### config.mk
export PLATFORM = sky130hd
export DESIGN_NAME = uart_line_editor_echo
export DESIGN_NICKNAME = d
export VERILOG_FILES = /design/src/design/uled_pkg.sv /design/src/design/uled_seq.sv /design/src/design/uart_line_editor_echo.sv
export SDC_FILE = /design/constraint.sdc
export NUM_CORES = 1
export LEC_CHECK = 0
export ABC_AREA = 1
export ABC_CLOCK_PERIOD_IN_PS = 6900
export BUFFER_PORTS_ARGS = -buffer_cell sky130_fd_sc_hd__buf_4
export CORE_ASPECT_RATIO = 1.4
export CORE_UTILIZATION = 60
export CTS_BUF_LIST = sky130_fd_sc_hd__clkbuf_16
export CTS_CLUSTER_DIAMETER = 50
export DETAILED_ROUTE_END_ITERATION = 7
export HOLD_SLACK_MARGIN = 0.15
export PLACE_DENSITY = 0.79
export SKIP_CTS_REPAIR_TIMING = 1
export SLEW_MARGIN = 25
export SYNTH_ARGS = -nofsm -noshare
export SYNTH_HDL_FRONTEND = slang
export SYNTH_HIERARCHICAL = 1
export SYNTH_SLANG_ARGS = --single-unit
### constraint.sdc
create_clock -name clk -period 6.9 [get_ports clk]
set_input_delay 0.345 -clock clk [delete_from_list [all_inputs] [get_ports clk]]
set_output_delay 0.345 -clock clk [all_outputs]
set_load 0.005 [all_outputs]
### src/design/uled_pkg.sv
// Shared types, constants and the control store of the line editor.
// Holds the microcode table and the error message text; no dependencies.
`timescale 1ns / 1ps

package uled_pkg;

  localparam logic [1:0] KIND_RX     = 2'd0;
  localparam logic [1:0] KIND_TAKE   = 2'd1;
  localparam logic [1:0] KIND_CLEAR  = 2'd2;
  localparam logic [1:0] KIND_QUERY  = 2'd3;

  localparam logic [1:0] RK_TX       = 2'd0;
  localparam logic [1:0] RK_LINE     = 2'd1;
  localparam logic [1:0] RK_STATUS   = 2'd2;

  localparam logic [7:0] CH_DELETE   = 8'h7f;
  localparam logic [7:0] CH_NEWLINE  = 8'h0a;
  localparam logic [7:0] CH_BS       = 8'h08;
  localparam logic [7:0] CH_SP       = 8'h20;
  localparam logic [7:0] CH_LOW_A    = 8'h61;
  localparam logic [7:0] CH_LOW_Z    = 8'h7a;
  localparam logic [7:0] CASE_OFFSET = 8'h20;

  localparam logic [4:0] MSG_LEN     = 5'd31;
  localparam logic [8*31-1:0] MSG_TEXT = "The input character is invalid.";

  typedef enum logic [3:0] {
    U_IDLE, U_ERR, U_DEL0, U_DEL1, U_DEL2, U_NL, U_CHR,
    U_TAKE0, U_TAKE1, U_TAKE2, U_CLR, U_QRY
  } upc_t;

  typedef enum logic [2:0] {
    A_NONE, A_DEL, A_NL, A_STORE, A_REWIND, A_READ, A_CLR_RDY
  } act_t;

  typedef enum logic [2:0] {
    S_ZERO, S_MSG, S_BS, S_SP, S_CH, S_MEM
  } src_t;

  typedef enum logic [1:0] {
    G_ALWAYS, G_FILL_NZ, G_ROOM, G_CNT_LEFT
  } guard_t;

  typedef enum logic [1:0] {
    N_IDLE, N_SEQ, N_LOOP
  } nxt_t;

  typedef enum logic [1:0] {
    L_NO, L_YES, L_LOOP
  } last_t;

  typedef struct packed {
    guard_t     guard;
    act_t       act;
    logic       emit;
    src_t       src;
    logic [1:0] rkind;
    last_t      last;
    nxt_t       nxt;
    upc_t       target;
  } ucode_t;

  typedef struct packed {
    logic fill_nz;
    logic room;
    logic out_free;
  } seq_stat_t;

  typedef struct packed {
    logic       idle;
    act_t       act;
    logic       emit;
    src_t       src;
    logic [1:0] rkind;
    logic       last;
    logic [4:0] cnt;
  } seq_ctl_t;

  function automatic ucode_t ucode_rom(upc_t addr);
    ucode_t w;
    w = '{G_ALWAYS, A_NONE, 1'b0, S_ZERO, RK_TX, L_NO, N_IDLE, U_IDLE};
    case (addr)
      U_ERR:   w = '{G_ALWAYS,   A_NONE,    1'b1, S_MSG,  RK_TX,     L_LOOP, N_LOOP, U_ERR};
      U_DEL0:  w = '{G_FILL_NZ,  A_NONE,    1'b1, S_BS,   RK_TX,     L_NO,   N_SEQ,  U_IDLE};
      U_DEL1:  w = '{G_ALWAYS,   A_NONE,    1'b1, S_SP,   RK_TX,     L_NO,   N_SEQ,  U_IDLE};
      U_DEL2:  w = '{G_ALWAYS,   A_DEL,     1'b1, S_BS,   RK_TX,     L_YES,  N_IDLE, U_IDLE};
      U_NL:    w = '{G_ALWAYS,   A_NL,      1'b1, S_CH,   RK_TX,     L_YES,  N_IDLE, U_IDLE};
      U_CHR:   w = '{G_ROOM,     A_STORE,   1'b1, S_CH,   RK_TX,     L_YES,  N_IDLE, U_IDLE};
      U_TAKE0: w = '{G_ALWAYS,   A_REWIND,  1'b0, S_ZERO, RK_LINE,   L_NO,   N_SEQ,  U_IDLE};
      U_TAKE1: w = '{G_CNT_LEFT, A_READ,    1'b0, S_ZERO, RK_LINE,   L_NO,   N_SEQ,  U_IDLE};
      U_TAKE2: w = '{G_ALWAYS,   A_NONE,    1'b1, S_MEM,  RK_LINE,   L_LOOP, N_LOOP, U_TAKE1};
      U_CLR:   w = '{G_ALWAYS,   A_CLR_RDY, 1'b1, S_ZERO, RK_STATUS, L_YES,  N_IDLE, U_IDLE};
      U_QRY:   w = '{G_ALWAYS,   A_NONE,    1'b1, S_ZERO, RK_STATUS, L_YES,  N_IDLE, U_IDLE};
      default: w = '{G_ALWAYS,   A_NONE,    1'b0, S_ZERO, RK_TX,     L_NO,   N_IDLE, U_IDLE};
    endcase
    return w;
  endfunction

  function automatic logic [7:0] msg_byte(logic [4:0] pos);
    logic [4:0] off;
    off = (MSG_LEN - 5'd1) - pos;
    return MSG_TEXT[{off, 3'b000} +: 8];
  endfunction

endpackage

### src/design/uled_seq.sv
// Microcode sequencer of the line editor: step counter, loop counter and jumps.
// Depends on uled_pkg for the control store and the control word types.
`timescale 1ns / 1ps

module uled_seq
  import uled_pkg::*;
(
  input  logic       clk,
  input  logic       rst_n,
  input  logic       start,
  input  upc_t       entry,
  input  logic [4:0] limit,
  input  seq_stat_t  stat,
  output seq_ctl_t   ctl
);

  upc_t       upc_r, upc_nxt;
  logic [4:0] cnt_r, cnt_nxt;
  logic [4:0] limit_r, limit_nxt;
  ucode_t     uc;
  logic       gok;
  logic       done;
  logic       fire;
  logic       run;

  always_comb begin
    uc   = ucode_rom(upc_r);
    done = ((cnt_r + 5'd1) == limit_r);
    case (uc.guard)
      G_ALWAYS:   gok = 1'b1;
      G_FILL_NZ:  gok = stat.fill_nz;
      G_ROOM:     gok = stat.room;
      G_CNT_LEFT: gok = (cnt_r != limit_r);
      default:    gok = 1'b1;
    endcase
    fire = (upc_r != U_IDLE) && (!(gok && uc.emit) || stat.out_free);
    run  = fire && gok;

    upc_nxt   = upc_r;
    cnt_nxt   = cnt_r;
    limit_nxt = limit_r;
    if (upc_r == U_IDLE) begin
      if (start) begin
        upc_nxt   = entry;
        cnt_nxt   = 5'd0;
        limit_nxt = limit;
      end
    end else if (fire) begin
      if (!gok) begin
        upc_nxt = U_IDLE;
      end else begin
        case (uc.nxt)
          N_IDLE:  upc_nxt = U_IDLE;
          N_SEQ:   upc_nxt = upc_t'(upc_r + 4'd1);
          N_LOOP:  upc_nxt = done ? U_IDLE : uc.target;
          default: upc_nxt = U_IDLE;
        endcase
        if (uc.last == L_LOOP) begin
          cnt_nxt = cnt_r + 5'd1;
        end
      end
    end

    ctl.idle  = (upc_r == U_IDLE);
    ctl.act   = run ? uc.act : A_NONE;
    ctl.emit  = run && uc.emit;
    ctl.src   = uc.src;
    ctl.rkind = uc.rkind;
    ctl.last  = (uc.last == L_YES) || ((uc.last == L_LOOP) && done);
    ctl.cnt   = cnt_r;
  end

  always_ff @(posedge clk) begin
    if (!rst_n) begin
      upc_r   <= U_IDLE;
      cnt_r   <= 5'd0;
      limit_r <= 5'd0;
    end else begin
      upc_r   <= upc_nxt;
      cnt_r   <= cnt_nxt;
      limit_r <= limit_nxt;
    end
  end

endmodule

### src/design/uart_line_editor_echo.sv
// Channel  Ports                                              Direction
// in       in_valid/in_ready, kind, rx_valid, rx_byte, count  item into the editor
// out      out_valid/out_ready, result_kind, byte, index      echo, line and status bytes
//
// An item is taken only when the sequencer is idle; the dispatch cycle picks a microprogram.
// Each result is emitted by its own step, a line byte by a memory read and then an emit:
// an invalid receive sends the 31-byte message, a take of n sends min(n, LINE_DEPTH) bytes.
// Reset clears the line valid bits, fill position, ready flag and the sequencer.
// A full output register with out_ready low holds the current step.
// Holds the datapath and line memory; depends on uled_pkg and uled_seq.
`timescale 1ns / 1ps

module uart_line_editor_echo
  import uled_pkg::*;
#(
  parameter int LINE_DEPTH = 5
) (
  input  logic       clk,
  input  logic       rst_n,
  input  logic       in_valid,
  output logic       in_ready,
  input  logic [1:0] in_kind,
  input  logic       in_rx_valid,
  input  logic [7:0] in_rx_byte,
  input  logic [2:0] in_take_count,
  output logic       out_valid,
  input  logic       out_ready,
  output logic [1:0] out_result_kind,
  output logic [7:0] out_out_byte,
  output logic [2:0] out_line_index,
  output logic       out_input_ready,
  output logic       out_last
);

  localparam int AW = $clog2(LINE_DEPTH);

  logic [7:0]            mem [LINE_DEPTH];
  logic [LINE_DEPTH-1:0] vld_r, vld_nxt;
  logic [AW-1:0]         fill_r, fill_nxt;
  logic                  rdy_r, rdy_nxt;
  logic                  out_valid_r, out_valid_nxt;
  logic [7:0]            ch_r;
  logic [7:0]            mem_rd_r;
  logic                  rd_vld_r;
  logic [1:0]            rkind_r;
  logic [7:0]            byte_r;
  logic [2:0]            index_r;
  logic                  iready_r;
  logic                  last_r;

  logic [7:0]    ch_up;
  logic          start;
  upc_t          entry;
  logic [4:0]    limit;
  logic [4:0]    take_lim;
  seq_stat_t     stat;
  seq_ctl_t      ctl;
  logic [AW-1:0] rd_idx;
  logic [7:0]    byte_mux;

  uled_seq u_seq (
    .clk   (clk),
    .rst_n (rst_n),
    .start (start),
    .entry (entry),
    .limit (limit),
    .stat  (stat),
    .ctl   (ctl)
  );

  always_comb begin
    in_ready = ctl.idle;
    start    = in_valid && ctl.idle;
    ch_up    = ((in_rx_byte >= CH_LOW_A) && (in_rx_byte <= CH_LOW_Z)) ?
               (in_rx_byte - CASE_OFFSET) : in_rx_byte;
    take_lim = (int'(in_take_count) > LINE_DEPTH) ? 5'(LINE_DEPTH) : {2'b00, in_take_count};

    case (in_kind)
      KIND_RX: begin
        if (!in_rx_valid) begin
          entry = U_ERR;
        end else if (ch_up == CH_DELETE) begin
          entry = U_DEL0;
        end else if (ch_up == CH_NEWLINE) begin
          entry = U_NL;
        end else begin
          entry = U_CHR;
        end
      end
      KIND_TAKE:  entry = U_TAKE0;
      KIND_CLEAR: entry = U_CLR;
      KIND_QUERY: entry = U_QRY;
      default:    entry = U_QRY;
    endcase
    limit = (in_kind == KIND_RX) ? MSG_LEN : take_lim;

    stat.fill_nz  = (fill_r != '0);
    stat.room     = (fill_r < AW'(LINE_DEPTH - 1));
    stat.out_free = !out_valid_r || out_ready;
    rd_idx        = AW'(ctl.cnt);

    vld_nxt  = vld_r;
    fill_nxt = fill_r;
    rdy_nxt  = rdy_r;
    case (ctl.act)
      A_STORE: begin
        if (fill_r == '0) begin
          vld_nxt = '0;
        end
        vld_nxt[fill_r] = 1'b1;
        fill_nxt        = fill_r + AW'(1);
      end
      A_DEL: begin
        vld_nxt[fill_r] = 1'b0;
        fill_nxt        = fill_r - AW'(1);
      end
      A_NL: begin
        vld_nxt[fill_r] = 1'b0;
        fill_nxt        = '0;
        rdy_nxt         = 1'b1;
      end
      A_REWIND:  fill_nxt = '0;
      A_CLR_RDY: rdy_nxt  = 1'b0;
      default: begin
      end
    endcase

    case (ctl.src)
      S_MSG:   byte_mux = msg_byte(ctl.cnt);
      S_BS:    byte_mux = CH_BS;
      S_SP:    byte_mux = CH_SP;
      S_CH:    byte_mux = ch_r;
      S_MEM:   byte_mux = rd_vld_r ? mem_rd_r : 8'h00;
      default: byte_mux = 8'h00;
    endcase

    if (ctl.emit) begin
      out_valid_nxt = 1'b1;
    end else if (out_ready) begin
      out_valid_nxt = 1'b0;
    end else begin
      out_valid_nxt = out_valid_r;
    end
  end

  always_ff @(posedge clk) begin
    if (!rst_n) begin
      vld_r       <= '0;
      fill_r      <= '0;
      rdy_r       <= 1'b0;
      out_valid_r <= 1'b0;
    end else begin
      vld_r       <= vld_nxt;
      fill_r      <= fill_nxt;
      rdy_r       <= rdy_nxt;
      out_valid_r <= out_valid_nxt;
    end
  end

  always_ff @(posedge clk) begin
    if (start) begin
      ch_r <= ch_up;
    end
    if (ctl.act == A_STORE) begin
      mem[fill_r] <= ch_r;
    end
    if (ctl.act == A_READ) begin
      mem_rd_r <= mem[rd_idx];
      rd_vld_r <= vld_r[rd_idx];
    end
    if (ctl.emit) begin
      rkind_r  <= ctl.rkind;
      byte_r   <= byte_mux;
      index_r  <= (ctl.src == S_MEM) ? ctl.cnt[2:0] : 3'd0;
      iready_r <= rdy_nxt;
      last_r   <= ctl.last;
    end
  end

  assign out_valid       = out_valid_r;
  assign out_result_kind = rkind_r;
  assign out_out_byte    = byte_r;
  assign out_line_index  = index_r;
  assign out_input_ready = iready_r;
  assign out_last        = last_r;

endmodule
### Word-level counts from Yosys, hierarchy flattened

Memories as Yosys holds them, arrays and structs flattened. A register that Yosys moved wholly into a read port is not among the register bits.
Cells that the tools add are included.

| operators by class | value |
|---|---|
| order comparisons | 7 |
| shift operators | 1 |
| bitwise operators | 3 |
| $mul | 0 |
| div/mod/pow operators | 0 |
| add/subtract/negate cells | 6 |
| equality and inequality tests | 26 |
| multiplexer cells | 37 |
| reductions and logical operators | 30 |

Operators by type and width:

| kind | number |
|---|---|
| $shiftx A248 B9 Y8 const A | 1 |
| $mux W5 | 8 |
| $pmux W8 S5 | 1 |
| $mux W4 | 7 |
| $mux W8 | 2 |
| $pmux W4 S4 | 1 |
| $eq A3 B3 Y1 const B | 5 |
| $eq A2 B2 Y1 const B | 6 |
| $eq A3 B2 Y1 const B | 4 |
| $mux W3 | 4 |
| $pmux W5 S2 | 1 |
| $reduce_bool A2 Y1 | 5 |
| $pmux W3 S3 | 1 |
| $eq A2 B1 Y1 const B | 4 |
| $eq A8 B4 Y1 const B | 1 |
| $eq A8 B7 Y1 const B | 1 |
| $ge A8 B7 Y1 const B | 1 |
| $le A8 B7 Y1 const B | 1 |
| $logic_and A1 B1 Y1 | 8 |
| $lt A3 B4 Y1 const B | 2 |
| $pmux W4 S2 | 1 |
| $sub A8 B6 Y8 const B | 1 |
| $eq A3 B1 Y1 const B | 2 |
| $mux W1 | 6 |
| other kinds (29) | 36 |

| storage, ports and cells | value |
|---|---|
| logic and storage cells | 126 |
| RAM bits | 40 |
| bits in read-only memories | 272 |
| latch bits | 0 |
| input bits | 18 |
| bits in registers | 48 |
| output and inout bits | 17 |
| memories kept | 2 |

Memory list:

| name | words | width | rd ports | clocked after memory_dff | wr ports | RTL line | text |
|---|---|---|---|---|---|---|---|
| (no name shown) | 16 | 17 | 1 | 1 | 0 | uled_pkg.sv:82 | `case (addr)` |
| mem | 5 | 8 | 1 | 1 | 1 | uart_line_editor_echo.sv:37 | `logic [7:0] mem [LINE_DEPTH];` |

### Logic depth before layout (Yosys ltp)

Gate-level depths: netlist of the first run.

| depth | value |
|---|---|
| word-level depth | 12 |
| mapped depth | 21 |
| gate-level depth less buffers | 21 |

### Hierarchy

The synthesis of the first run kept the hierarchy.

By module, submodules not included:

| module | sequential area each (um^2) | cells an instance | area an instance (um^2) | instances |
|---|---|---|---|---|
| uart_line_editor_echo | 2362.3 | 389 | 3843.7 | 1 |
| uled_seq | 600.6 | 270 | 1914.3 | 1 |

### Worst setup path before layout of the first run

OpenSTA, ideal clock, no wires.

| timing path | value |
|---|---|
| path type | reg-to-reg |
| start point | register fill_r[2] |
| end point | register fill_r[2] |
| required time | 6830 ps |
| period minus slack after synthesis | 2685 ps |
| stages on the path, launching flop included | 14 |
| arrival time | 2615 ps |
| library setup time | 70 ps |
| setup slack | 4215 ps |
| path buffers | 1 |
| cells stage by stage | dfxtp_1 -> nor3_1 -> inv_1 -> or3b_1 -> buf_2 -> o2111ai_1 -> nor2_1 -> inv_1 -> nand3_1 -> fa_1 -> xnor2_1 -> xnor2_1 -> nand3_1 -> a21oi_1 |

RTL lines:

| element | RTL line | text |
|---|---|---|
| start: declaration | uart_line_editor_echo.sv:39 | `logic [AW-1:0] fill_r, fill_nxt;` |
| start signal: assignment | uart_line_editor_echo.sv:154 | `fill_r <= fill_nxt;` |

==> results.md, run 1 <==
| Step | Result | Value |
|---|---|---|
| synth | Synth warnings | 6 |
| setup path | Critical path data arrival time | 3.38 ns |
| synth | Area share of xor/xnor cells in the synthesized design | 1.456% |
| place | Placer Congestion | 0.8945 |
| synth | Area fraction in compound gates after synthesis | 9.887% |
| synth | Synth Net Count | 695 |
| outcome | Result of the run | complete, but fails checks |
| setup path | Category of the worst setup path capture point | register |
| run | Max-cap violations | 0 |
| synth | Average cell area after synthesis | 8.738 µm² |
| final layout | FILL cells | 705 |
| pwr | Power density over the cells | 390.2 mW/mm² |
| synth | Mux cell area share after synthesis | 0% |
| place | Placement-stage worst setup slack | 3.296 ns |
| die | Initial Util | 62.71% |
| synth | Sequential share of the synthesized area | 51.46% |
| synth | Main flop type after synthesis | sky130_fd_sc_hd__edfxtp_1 |
| die | Die Ht | 117.9 µm |
| drt | Via count | 4545 |
| timing | Final setup violation count | 0 |
| synth | Post-synthesis share of cell area spent on and, or, nand and nor gates | 26.31% |
| timing | Final worst path period share | 49.18% |
| pwr | Peak supply drop | 0.0003771 V |
| drt | Vias per cell | 5.688 |
| synth | Async set-or-reset flop fraction in the synthesized netlist | 0% |
| timing | Fin Hold WS | 0.1940 ns |
| final layout | Multi-input gate area in the final layout | 0.002406 mm² |
| global routing | GR Util All Layers | 27.69% |
| timing | Max transition margin | 44.70% |
| setup path | Largest fanout on the critical path | 23 |
| final layout | Fin nets | 723 |
| die | Die ar. | 0.009998 mm² |
| final layout | Final standard cell area without fillers | 0.006352 mm² |
| synth | Share of synthesized cell area in full adder, half adder and majority cells | 4.042% |
| synth | Number of enable-type register cells in the synthesized netlist | 72 |
| timing | Total Negative Setup Slacks | 0 ns |
| global routing | Vias in the first global route | 4309 |
| timing | Number of max-slew violations in the final report | 0 |
| final layout | Reg area | 0.002964 mm² |
| setup path | Critical path type | register to register |
| place | Placed inst area | 0.006063 mm² |
| cts | Maximum clock insertion buffer count | 2 |
| cts | Clock latency at the later pin of the worst-skew pair | 0.35 ns |
| global routing | Global-route congestion overflow total | 0 |
| timing | Min cycle time layout | 3.394 ns |
| timing | Max Clock Freq | 294.7 MHz |
| timing | Setup slack of the critical path after layout | 3.506 ns |
| drt | First DRT Iteration DRCs | 497 |
| final layout | Layout cell share with drive strength beyond 1 | 15.46% |
| synth | Summed instance area of the synthesized netlist | 0.005758 mm² |
| die | Row count | 41 |
| cts | TritonCTS clock tree | done |
| synth | Largest family of logic cells by synthesized area | simple AND/OR/NAND/NOR gates |
| final layout | Post-synthesis to final-layout area growth | 10.32% |
| outcome | Violations in the final reports | design-rule violations |
| cts | CTS clock-pin slew for the worst setup and hold paths | 0.07 ns |
| min path | Type of the most critical hold path | primary input to register |
| drt | Detail Route Antenna Nets | 0 |
| timing | Unrepaired setup endpoints after global routing | no |
| synth | Post-synthesis cell type count | 48 |
| drt | Average detailed-routed wire length per instance | 16.31 µm |
| die | Die Wd | 84.80 µm |
| drt | Wirelength, routed | 13.03 mm |
| pwr | Leakage | 0.002609 µW |
| final layout | Final antenna diode count | 0 |
| timing | Max Clock Skew | 0.01231 ns |
| synth | Post-Syn Instances | 659 |
| timing | Transition at the pin with the smallest max-transition slack | 0.8232 ns |
| global routing | Global-route wire length before repair | 21.29 mm |
| drt | Count of TritonRoute iterations in the first routing pass | 7 |
| cts | CTS sink cnt | 112 |
| die | Core Footprint | 0.009183 mm² |
| setup path | Kind of launch point of the worst setup path | register |
| global routing | Pin count of the biggest net entering global routing | 34 |
| cts | Clk Tree Root Cell | sky130_fd_sc_hd__clkbuf_16 |
| die | Total I/O pin count | 35 |
| place | Hpwl dp | 9.684 mm |
| cts | Number of buffers added by the clock tree synthesis step | 9 |
| pwr | Overall Power | 2479 µW |
| cts | CTS H-tree lvls | 3 |
| timing | Hold violation total from the final report | 0 |
| synth | Seq cells post-synth | 112 |
| global routing | Antenna violations before repair | 0 |
| place | IO buf count | 34 |
| setup path | Critical path data required time | 6.88 ns |
| drt | Drt drc | 4 |
## worst max-delay path: stages (launching register included)
cell and delay, ns:
sky130_fd_sc_hd__dfxtp_1 0.81, sky130_fd_sc_hd__nand2_1 0.12, sky130_fd_sc_hd__nand2_1 0.08, sky130_fd_sc_hd__nor2_1 0.05, sky130_fd_sc_hd__nand3_1 0.08, sky130_fd_sc_hd__nand2_2 0.07
sky130_fd_sc_hd__nand2_4 0.10, sky130_fd_sc_hd__o2111ai_1 0.28, sky130_fd_sc_hd__nor2_1 0.36, sky130_fd_sc_hd__inv_1 0.13, sky130_fd_sc_hd__nor3_1 0.18, sky130_fd_sc_hd__inv_1 0.14
sky130_fd_sc_hd__nor2_1 0.64
## state kept, by name (all words and copies together), names as in the netlist
register,count
ch_r,8
fill_r,3
mem,40
mem_rd_r,8
out_input_ready,1
out_last,1
out_line_index,3
out_out_byte,8
out_result_kind,2
out_valid,1
rd_vld_r,1
rdy_r,1
u_seq/cnt_r,5
u_seq/limit_r,5
u_seq/uc,16
u_seq/upc_r,4
vld_r,5
## cells by family after synthesis
| group | Yosys count |
|---|---|
| AOI/OAI and AO/OA | 101 |
| and+or+nand+nor | 324 |
| DFF | 112 |
| buffers and inverters | 97 |
| xor gates and xnor gates | 7 |
| adders and majority gates | 18 |
## cell type report
class	instances	area share, %
clock buffers	9	3.545
inverters	79	4.688
repair buffers	35	4.136
well taps	107	2.108
multi-input cells	450	37.88
clock inverters	7	0.9848
flip-flops and latches	112	46.66
## synth_stat cells (3+ instances only)
cell type | number | area (µm²)
sky130_fd_sc_hd__nand4_1 | 6 | 37.54
sky130_fd_sc_hd__a21oi_1 | 27 | 135.1
sky130_fd_sc_hd__inv_1 | 67 | 251.5
sky130_fd_sc_hd__or2_2 | 3 | 18.77
sky130_fd_sc_hd__inv_2 | 10 | 37.54
sky130_fd_sc_hd__ha_1 | 17 | 212.7
sky130_fd_sc_hd__edfxtp_1 | 72 | 2162
sky130_fd_sc_hd__nand2_4 | 9 | 101.4
sky130_fd_sc_hd__xnor2_1 | 3 | 26.28
sky130_fd_sc_hd__o21ai_1 | 5 | 25.02
sky130_fd_sc_hd__nand2_1 | 134 | 503.0
sky130_fd_sc_hd__clkbuf_1 | 10 | 37.54
sky130_fd_sc_hd__o211ai_1 | 3 | 22.52
sky130_fd_sc_hd__nand2_2 | 13 | 81.33
sky130_fd_sc_hd__o21ai_0 | 46 | 230.2
sky130_fd_sc_hd__nor2_1 | 89 | 334.1
sky130_fd_sc_hd__nand3_1 | 46 | 230.2
sky130_fd_sc_hd__a31oi_1 | 8 | 50.05
sky130_fd_sc_hd__buf_4 | 5 | 37.54
sky130_fd_sc_hd__a22oi_1 | 4 | 30.03
sky130_fd_sc_hd__nor3_1 | 9 | 45.04
sky130_fd_sc_hd__dfxtp_1 | 40 | 800.8
## metal layers
metal  vias up  track usage [%]  share of wire, %
met5         -                0                 0
met4         0            9.110               1.9
met3        21            3.787               3.9
met2       139            51.88                55
met1      2155            31.99                39
li1       2230                -                 -
## final timing paths
check	endpoint	cells past startpoint	from	slack [ns]
setup reg to reg	mem[4][2]	12	u_seq/cnt_r[1]	3.51
hold / removal	ch_r[1]	1	in_rx_byte[1]	0.19
hold reg to reg	out_result_kind[0]	0	u_seq/uc[8]	0.41
setup / recovery	mem[4][2]	12	u_seq/cnt_r[1]	3.51
## layout by cell type (no fill, tap or decap), types with 2 or more instances in the layout
cell,Yosys,layout
sky130_fd_sc_hd__o21ai_0,46,46
sky130_fd_sc_hd__or2_1,2,2
sky130_fd_sc_hd__edfxtp_1,72,72
sky130_fd_sc_hd__nand2_1,134,134
sky130_fd_sc_hd__nor3_1,9,8
sky130_fd_sc_hd__nand3_1,46,46
sky130_fd_sc_hd__nand2_4,9,9
sky130_fd_sc_hd__o21ai_1,5,5
sky130_fd_sc_hd__nand2_2,13,13
sky130_fd_sc_hd__dfxtp_1,40,39
sky130_fd_sc_hd__nor3_2,1,2
sky130_fd_sc_hd__a31oi_1,8,8
sky130_fd_sc_hd__clkinv_2,1,3
sky130_fd_sc_hd__or2_2,3,3
sky130_fd_sc_hd__nor2_4,2,2
sky130_fd_sc_hd__nor2_1,89,89
sky130_fd_sc_hd__xnor2_1,3,3
sky130_fd_sc_hd__nor2_2,2,2
sky130_fd_sc_hd__nand4_1,6,6
sky130_fd_sc_hd__inv_6,0,2
sky130_fd_sc_hd__a22oi_1,4,4
sky130_fd_sc_hd__buf_4,5,35
sky130_fd_sc_hd__o211ai_1,3,3
sky130_fd_sc_hd__inv_2,10,10
sky130_fd_sc_hd__ha_1,17,17
sky130_fd_sc_hd__inv_1,67,67
sky130_fd_sc_hd__a21oi_1,27,27
sky130_fd_sc_hd__clkbuf_16,0,9
sky130_fd_sc_hd__nand3_4,2,2
sky130_fd_sc_hd__nand3_2,2,2
sky130_fd_sc_hd__xor2_2,2,2
## through the flow
stage | utilization, % | cells
floorplan | - | 659
global placement | 65.98 | 783
detailed placement | 66.03 | 783
CTS | 69.16 | 799
global route | 69.18 | 799
finish | 69.18 | 799
## power by group
part	total, µW	internal [µW]	switching (µW)
sequential	962	865	96.8
clock	498	252	246
combinational	1020	333	686
total	2480	1450	1030
Note: power is estimated with default switching activity, not from simulation.
==> run 2, diff against run 1 <==
ABC_AREA = 0   (was 1)
ABC_CLOCK_PERIOD_IN_PS = 3200   (was 6900)
clock period = 3.2 ns   (was 6.9 ns; I/O delays follow)
==> results.md, run 2 <==
| Step | Result | Value | Delta |
|---|---|---|---|
| synth | Synth Net Count | 587 | -16% |
| die | Die Wd | 85.71 µm | +1.1% |
| synth | Summed instance area of the synthesized netlist | 0.005886 mm² | +2.2% |
| global routing | GR Util All Layers | 28.56% | +0.87 points |
| cts | CTS clock-pin slew for the worst setup and hold paths | 0.07 ns | about the same |
| setup path | Slowest cell delay on critical path | 0.73 ns | -0.08 ns |
| cts | Number of buffers added by the clock tree synthesis step | 9 | unchanged |
| die | Core Footprint | 0.009512 mm² | +3.6% |
| synth | Area fraction of the dominant cell type after synthesis | 36.73% | -0.81 points |
| timing | Final worst path period share | 95.89% |  |
| place | Hpwl dp | 9.770 mm | +0.89% |
| cts | Clk Tree Root Cell | sky130_fd_sc_hd__clkbuf_16 |  |
| final layout | Most common library cell in the layout ignoring fill and taps | sky130_fd_sc_hd__edfxtp_1 |  |
| cts | Maximum clock insertion buffer count | 2 | unchanged |
| pwr | Leakage | 0.002445 µW | -6.3% |
| synth | Post-synthesis cell type count | 73 | +52% |
| setup path | Category of the worst setup path capture point | register |  |
| drt | Detail Route Antenna Nets | 0 | unchanged |
| setup path | Endpoint of the worst register-to-register path | u_seq/uc[4] |  |
| drt | Routed length on met2 | 7.253 mm | +0.72% |
| setup path | Critical path endpoint | u_seq/uc[4] |  |
| synth | Post-Syn Instances | 551 | -16% |
| synth | Average cell area after synthesis | 10.68 µm² | +22% |
| pwr | Part of the total power dissipated in combinational logic | 30.5% | -11 points |
| place | Placer Congestion | 1.001 | +12% |
| timing | Max Clock Freq | 325.9 MHz |  |
| setup path | Crit-path slowest cell | sky130_fd_sc_hd__a2111oi_0 |  |
| pwr | Net switching power of the design | 1476 µW | +43% |
| cts | Clock latency at the later pin of the worst-skew pair | 0.35 ns | about the same |
| synth | Async set-or-reset flop fraction in the synthesized netlist | 0% | unchanged |
| timing | Max transition margin | 45.29% | +0.59 points |
| synth | Largest area contributor in the netlist | sky130_fd_sc_hd__edfxtp_1 |  |
| synth | Main flop type after synthesis | sky130_fd_sc_hd__edfxtp_1 |  |
| pwr | Cell internal pwr | 3070 µW | +110% |
| global routing | Global-route wire length before repair | 22.09 mm | +3.7% |
| setup path | Worst R2R Start | u_seq/uc[4] |  |
| pwr | Switching part of the total | 32.47% | -9.0 points |
| die | Total I/O pin count | 35 | unchanged |
| final layout | Final antenna diode count | 0 | unchanged |
| setup path | Largest fanout on the critical path | 4 | -83% |
| timing | Final setup violation count | 0 | unchanged |
| final layout | Multi-input gate area in the final layout | 0.002643 mm² | +9.8% |
| final layout | Largest register by flop count | mem |  |
| synth | Biggest area contributors in the synthesized netlist | sky130_fd_sc_hd__edfxtp_1 (37%), sky130_fd_sc_hd__dfxtp_1 (14%), sky130_fd_sc_hd__ha_1 (3.6%) |  |
| pwr | Part of the power in registers | 42.0% | +3.2 points |
| die | Initial Util | 61.88% | -0.83 points |
| final layout | Reg area | 0.002964 mm² | unchanged |
| drt | Count of TritonRoute iterations in the first routing pass | 6 | -1 |
| pwr | Peak supply drop | 0.0005083 V | +35% |
| drt | Drt drc | 0 | -4 |
| setup path | Critical path cell sequence | dlygate4sd3_1 > buf_4 > nand2_1 > a2111oi_0 > nor2b_1 > o21bai_1 > nand2_1 > o211a_1 > a21oi_1 > and2_1 > ha_1 > nand2_1 > or3_2 > o211ai_1 |  |
| setup path | Critical path data required time | 3.47 ns | -3.41 ns |
| cts | TritonCTS clock tree | done |  |
| final layout | Layout cell share with drive strength beyond 1 | 18.46% | +3.0 points |
| cts | CTS H-tree lvls | 3 | unchanged |
| drt | Average detailed-routed wire length per instance | 18.86 µm | +16% |
| die | Die ar. | 0.01022 mm² | +2.2% |
| die | Die Ht | 119.2 µm | +1.1% |
| final layout | Largest register FFs | 40 | unchanged |
| timing | Hold violation total from the final report | 0 | unchanged |
| synth | Synth warnings | 6 | unchanged |
| setup path | CP dominant cell by count | sky130_fd_sc_hd__nand2_1 |  |
| final layout | FILL cells | 672 | -4.7% |
| pwr | Power density over the cells | 675.8 mW/mm² | +73% |
| drt | Routed met1 length | 5.497 mm | +8.6% |
| run | Max-cap violations | 0 | unchanged |
| drt | Wirelength, routed | 13.73 mm | +5.4% |
| timing | Total Negative Setup Slacks | 0 ns | unchanged |
| timing | Transition at the pin with the smallest max-transition slack | 0.7999 ns | -0.02326 ns |
| timing | Max Clock Skew | 0.007605 ns | -0.004710 ns |
| final layout | Post-synthesis to final-layout area growth | 14.31% |  |
| global routing | Vias in the first global route | 4365 | +1.3% |
| setup path | Kind of launch point of the worst setup path | primary input |  |
| setup path | Critical path type | primary input to register |  |
| drt | Via count | 4506 | -0.86% |
| setup path | Source of the critical timing path | in_rx_byte[1] |  |
| synth | Seq cells post-synth | 112 | unchanged |
| drt | Uppermost metal layer occupied by signal nets | met4 |  |
| synth | Number of enable-type register cells in the synthesized netlist | 72 | unchanged |
| min path | Hold Path Origin | in_kind[0] |  |
| synth | Most numerous cell in the Yosys netlist | sky130_fd_sc_hd__edfxtp_1 |  |
| global routing | Pin count of the biggest net entering global routing | 36 | +5.9% |
| place | IO buf count | 34 | unchanged |
| timing | Number of max-slew violations in the final report | 0 | unchanged |
| final layout | Fin nets | 627 | -13% |
| final layout | Layout Cells excl Fill | 728 | -8.9% |
| global routing | Global-route congestion overflow total | 0 | unchanged |
| pwr | Clock group share of total power | 27.5% | +7.4 points |
| drt | Met3 routed wirelength | 561 µm | +9.8% |
| outcome | Result of the run | completed |  |
| synth | Top cell types by occurrence after synthesis | sky130_fd_sc_hd__edfxtp_1 (72), sky130_fd_sc_hd__dfxtp_1 (40), sky130_fd_sc_hd__nand2_1 (40) |  |
| drt | Vias per cell | 6.190 | +8.8% |
| setup path | Worst reg-to-reg setup slack | 0.19 ns | -3.32 ns |
| min path | Type of the most critical hold path | primary input to register |  |
| synth | Sequential share of the synthesized area | 50.34% | -1.1 points |
| global routing | Antenna violations before repair | 0 | unchanged |
| cts | CTS sink cnt | 112 | unchanged |
| setup path | Worst Reg-to-Reg Cells | 13 | +1 |
| timing | Unrepaired setup endpoints after global routing | no |  |
| die | Row count | 42 | +2.4% |
| final layout | Commonest cells after routing, fill and taps aside | sky130_fd_sc_hd__edfxtp_1 (72), sky130_fd_sc_hd__buf_4 (56), sky130_fd_sc_hd__nand2_1 (39), sky130_fd_sc_hd__dfxtp_1 (39), sky130_fd_sc_hd__a21oi_1 (31) |  |
| timing | Min cycle time layout | 3.069 ns |  |
| setup path | Critical path data arrival time | 3.34 ns | -0.04 ns |
| place | Cell count after placement | 704 | -10% |
| drt | First DRT Iteration DRCs | 364 | -27% |
## run 2: cell types whose count changed in the layout (fill, tap and decap cells not counted), moves of 21 or more
cell / delta
sky130_fd_sc_hd__nand2_1: -95
sky130_fd_sc_hd__nor2_1: -59
sky130_fd_sc_hd__inv_1: -38
sky130_fd_sc_hd__nand3_1: -29
sky130_fd_sc_hd__o21ai_0: -22
sky130_fd_sc_hd__buf_4: +21
## run 2: final cells by class
| class | instances | area share, % |
|---|---|---|
| clock inverter | 7 | 1.748 |
| clock buffer | 9 | 3.348 |
| multi-input combinational | 374 | 39.28 |
| timing repair buffer | 64 | 7.439 |
| inverter | 30 | 1.674 |
| sequential | 112 | 44.06 |
| tap | 132 | 2.455 |
## run 2: per-stage QoR
step / hold WS (ns) / util (%) / cell area [µm²] / total power [µW] / setup WS (ns)
global route: 0.1721 / 70.73 / 6728 / 4748 / 0.001795
floorplan: 0.2589 / - / 5886 / 2785 / 0.01264
finish: 0.1535 / 70.73 / 6728 / 4546 / 0.1315
global placement: 0.3756 / 66.19 / 6296 / 3250 / -0.02942
detailed placement: 0.3754 / 66.19 / 6296 / 3283 / -0.1259
CTS: 0.01608 / 69.80 / 6639 / 4514 / 0.1511
## run 2: worst max-delay path, delay by kind of cell
kind	cells	cell delay, ns
compound gates	5	1.33
simple gates	6	0.99
buf+inv	2	0.66
fa+ha+maj	1	0.19
## run 2: cell families after synthesis
group	count (synthesis)	synth area share, %
and+or+nand+nor	173	15.50
AOI/OAI and AO/OA	140	15.80
DFF	112	50.34
buffers and inverters	65	4.889
muxes	23	6.016
xor gates and xnor gates	19	3.338
adders and majority gates	19	4.124
## run 2: power by group through the flow
stage          registers [µW]  logic [µW]  clock network, µW
5_1_grt                  1940        1510               1300
2_1_floorplan            1890         895                  0
3_5_place_dp             1940        1340                  0
4_1_cts                  1910        1350               1250
6_report                 1910        1390               1250
3_3_place_gp             1930        1320                  0
## run 2: worst min path at each step
stage | end | slack (ns) | depth (start not counted)
after detailed placement | ch_r[0] | 0.38 | 1
final | u_seq/limit_r[3] | 0.15 | 4
after global placement | ch_r[0] | 0.38 | 1
after global routing | u_seq/limit_r[4] | 0.17 | 4
after CTS | ch_r[0] | 0.02 | 1
after floorplan | ch_r[0] | 0.26 | 0
## run 2: routing by layer
metal / track usage [%] / vias to the layer above
li1: - / 2114
met1: 34.25 / 2203
met2: 50.55 / 155
met3: 4.435 / 34
met4: 11.88 / 0
met5: 0 / -
==> run 3, diff against run 2 <==
GPL_TIMING_DRIVEN = 0   (was not set)
==> results.md, run 3 (same netlist as run 2, synthesis figures left out) <==
| Step | Result | Value | Delta |
|---|---|---|---|
| global routing | Antenna violations before repair | 0 | unchanged |
| die | Die Wd | 85.71 µm | unchanged |
| setup path | Critical path cell sequence | dlygate4sd3_1 > buf_4 > nand2_1 > a2111oi_1 > nor2b_1 > nand2b_1 > and3_1 > a211oi_1 > a221o_2 > buf_4 > ha_1 > nand2_1 > a211oi_1 |  |
| timing | Unrepaired setup endpoints after global routing | yes |  |
| final layout | Layout Cells excl Fill | 748 | +2.7% |
| pwr | Part of the power in registers | 42.4% | +0.4 points |
| die | Die Ht | 119.2 µm | unchanged |
| final layout | FILL cells | 649 | -3.4% |
| drt | Wirelength, routed | 13.95 mm | +1.6% |
| cts | Clk Tree Root Cell | sky130_fd_sc_hd__clkbuf_16 |  |
| place | Placed inst area | 0.006314 mm² | +0.28% |
| final layout | Final antenna diode count | 0 | unchanged |
| setup path | Worst reg-to-reg setup slack | 0.08 ns | -0.11 ns |
| drt | Detail Route Antenna Nets | 0 | unchanged |
| timing | Final worst path period share | 99.19% | +3.3 points |
| timing | Min cycle time layout | 3.174 ns | +0.1056 ns |
| cts | CTS H-tree lvls | 3 | unchanged |
| setup path | Endpoint of the worst register-to-register path | u_seq/uc[14] |  |
| place | Cell count after placement | 716 | +1.7% |
| die | Initial Util | 61.88% | unchanged |
| pwr | Clock group share of total power | 23.6% | -3.9 points |
| drt | Via count | 4649 | +3.2% |
| timing | Number of max-slew violations in the final report | 0 | unchanged |
| setup path | Category of the worst setup path capture point | register |  |
| drt | First DRT Iteration DRCs | 338 | -7.1% |
| timing | Total Negative Setup Slacks | 0 ns | unchanged |
| min path | Type of the most critical hold path | primary input to register |  |
| outcome | Result of the run | completed |  |
| setup path | Crit-path slowest cell | sky130_fd_sc_hd__a2111oi_1 |  |
| drt | Drt drc | 0 | unchanged |
| run | Max-cap violations | 0 | unchanged |
| setup path | Critical path type | primary input to register |  |
| cts | Number of buffers added by the clock tree synthesis step | 9 | unchanged |
| final layout | Fin nets | 647 | +3.2% |
| timing | Final setup violation count | 0 | unchanged |
| setup path | Critical path data required time | 3.45 ns | -0.02 ns |
| setup path | Slowest cell delay on critical path | 0.82 ns | +0.09 ns |
| global routing | Global-route congestion overflow total | 0 | unchanged |
| timing | Transition at the pin with the smallest max-transition slack | 0.9035 ns | +0.1036 ns |
| pwr | Power density over the cells | 654.4 mW/mm² | -3.2% |
| final layout | Largest register FFs | 40 | unchanged |
| setup path | Kind of launch point of the worst setup path | primary input |  |
| final layout | Commonest cells after routing, fill and taps aside | sky130_fd_sc_hd__edfxtp_1 (72), sky130_fd_sc_hd__buf_4 (53), sky130_fd_sc_hd__nand2_1 (38) |  |
| place | Placer Congestion | 0.8826 | -12% |
| global routing | Pin count of the biggest net entering global routing | 20 | -44% |
| pwr | Leakage | 0.002495 µW | +2.1% |
| cts | CTS sink cnt | 112 | unchanged |
| final layout | Largest register by flop count | mem |  |
| die | Row count | 42 | unchanged |
| cts | TritonCTS clock tree | done |  |
| global routing | Vias in the first global route | 4312 | -1.2% |
| pwr | Switching part of the total | 33.86% | +1.4 points |
| final layout | Final standard cell area without fillers | 0.006850 mm² | +1.8% |
| setup path | Critical path data arrival time | 3.42 ns | +0.08 ns |
| cts | CTS clock-pin slew for the worst setup and hold paths | 0.07 ns | about the same |
| drt | Average detailed-routed wire length per instance | 18.65 µm | -1.1% |
| cts | Clock latency at the later pin of the worst-skew pair | 0.35 ns | about the same |
| pwr | Peak supply drop | 0.0004930 V | -3.0% |
| min path | Hold Path Origin | in_kind[0] |  |
| timing | Max Clock Skew | 0.01020 ns | +0.002594 ns |
| pwr | Cell internal pwr | 2965 µW | -3.4% |
| die | Die ar. | 0.01022 mm² | unchanged |
| global routing | Global-route wire length before repair | 21.22 mm | -3.9% |
| setup path | Critical path endpoint | u_seq/uc[10] |  |
| final layout | Most common library cell in the layout ignoring fill and taps | sky130_fd_sc_hd__edfxtp_1 |  |
| cts | Maximum clock insertion buffer count | 2 | unchanged |
| global routing | GR Util All Layers | 27.46% | -1.1 points |
| setup path | Largest fanout on the critical path | 6 | +2 |
| place | IO buf count | 33 | -2.9% |
| setup path | Source of the critical timing path | in_rx_byte[1] |  |
| final layout | Post-synthesis to final-layout area growth | 16.39% |  |
| timing | Hold violation total from the final report | 0 | unchanged |
| final layout | Layout cell share with drive strength beyond 1 | 23.21% | +4.8 points |
| pwr | Part of the total power dissipated in combinational logic | 34.1% | +3.6 points |
| timing | Max transition margin | 39.61% | -5.7 points |
| pwr | Net switching power of the design | 1518 µW | +2.8% |
| timing | Max Clock Freq | 315.1 MHz | -3.3% |
| setup path | Worst Reg-to-Reg Cells | 13 | unchanged |
| die | Core Footprint | 0.009512 mm² | unchanged |
| die | Total I/O pin count | 35 | unchanged |
| drt | Count of TritonRoute iterations in the first routing pass | 5 | -1 |
| place | Hpwl dp | 9.919 mm | +1.5% |
| drt | Vias per cell | 6.215 | +0.41% |
| setup path | Worst R2R Start | u_seq/upc_r[0] |  |
-- run 3: cell types whose count changed in the layout (fill, tap and decap cells not counted), moves of 3 or more --
cell / change
sky130_fd_sc_hd__buf_2: +11
sky130_fd_sc_hd__buf_4: -3
sky130_fd_sc_hd__clkbuf_1: +10
sky130_fd_sc_hd__dfxtp_1: -6
sky130_fd_sc_hd__dfxtp_2: +5
sky130_fd_sc_hd__nor3_1: -3
-- run 3: power groups by stage --
stage          clock (µW)  sequential, µW  combinational [µW]
3_3_place_gp            0            1910                1270
3_5_place_dp            0            1920                1300
6_report             1060            1900                1530
5_1_grt              1110            1920                1650
4_1_cts              1060            1890                1310
2_1_floorplan           0            1890                 895
-- run 3: area by class of cell --
| class | instances | area, µm² | area share (%) |
|---|---|---|---|
| sequential | 112 | 2974 | 43.42 |
| multi-input combinational | 374 | 2746 | 40.09 |
| timing repair buffer | 52 | 405.4 | 5.918 |
| clock buffer | 9 | 225.2 | 3.288 |
| buffer | 32 | 168.9 | 2.466 |
| tap | 132 | 165.2 | 2.411 |
| inverter | 30 | 112.6 | 1.644 |
| clock inverter | 7 | 52.55 | 0.7671 |
-- run 3: per-stage QoR --
| stage | setup WS (ns) | hold slack [ns] | utilization, % | total power [µW] |
|---|---|---|---|---|
| detailed placement | -0.5546 | 0.3680 | 66.38 | 3217 |
| global placement | -0.7838 | 0.3709 | 66.22 | 3176 |
| floorplan | 0.01264 | 0.2589 | - | 2785 |
| CTS | -0.4919 | 0.009117 | 69.30 | 4264 |
| global route | -0.05731 | 0.1509 | 72.02 | 4687 |
| finish | 0.02591 | 0.1393 | 72.02 | 4483 |
-- run 3: routing by layer --
layer,vias to the layer above,wire length (µm),GRT usage (%)
met1,2241,5292,31.46
li1,2164,-,-
met4,0,576,15.00
met5,-,0,0
met2,201,7411,48.40
met3,43,667,4.366
-- run 3: worst min path at each step --
stage | cells past startpoint | slack (ns) | to
finish | 4 | 0.14 | u_seq/limit_r[1]
global route | 4 | 0.15 | u_seq/limit_r[1]
global placement | 1 | 0.37 | ch_r[4]
floorplan | 0 | 0.26 | ch_r[0]
CTS | 1 | 0.009 | ch_r[4]
detailed placement | 1 | 0.37 | ch_r[4]
-- run 3: critical path, delay by kind of cell --
family | cells | cell delay (ns)
compound gates | 4 | 1.61
fa+ha+maj | 1 | 0.20
buf+inv | 3 | 0.81
simple gates | 5 | 0.65
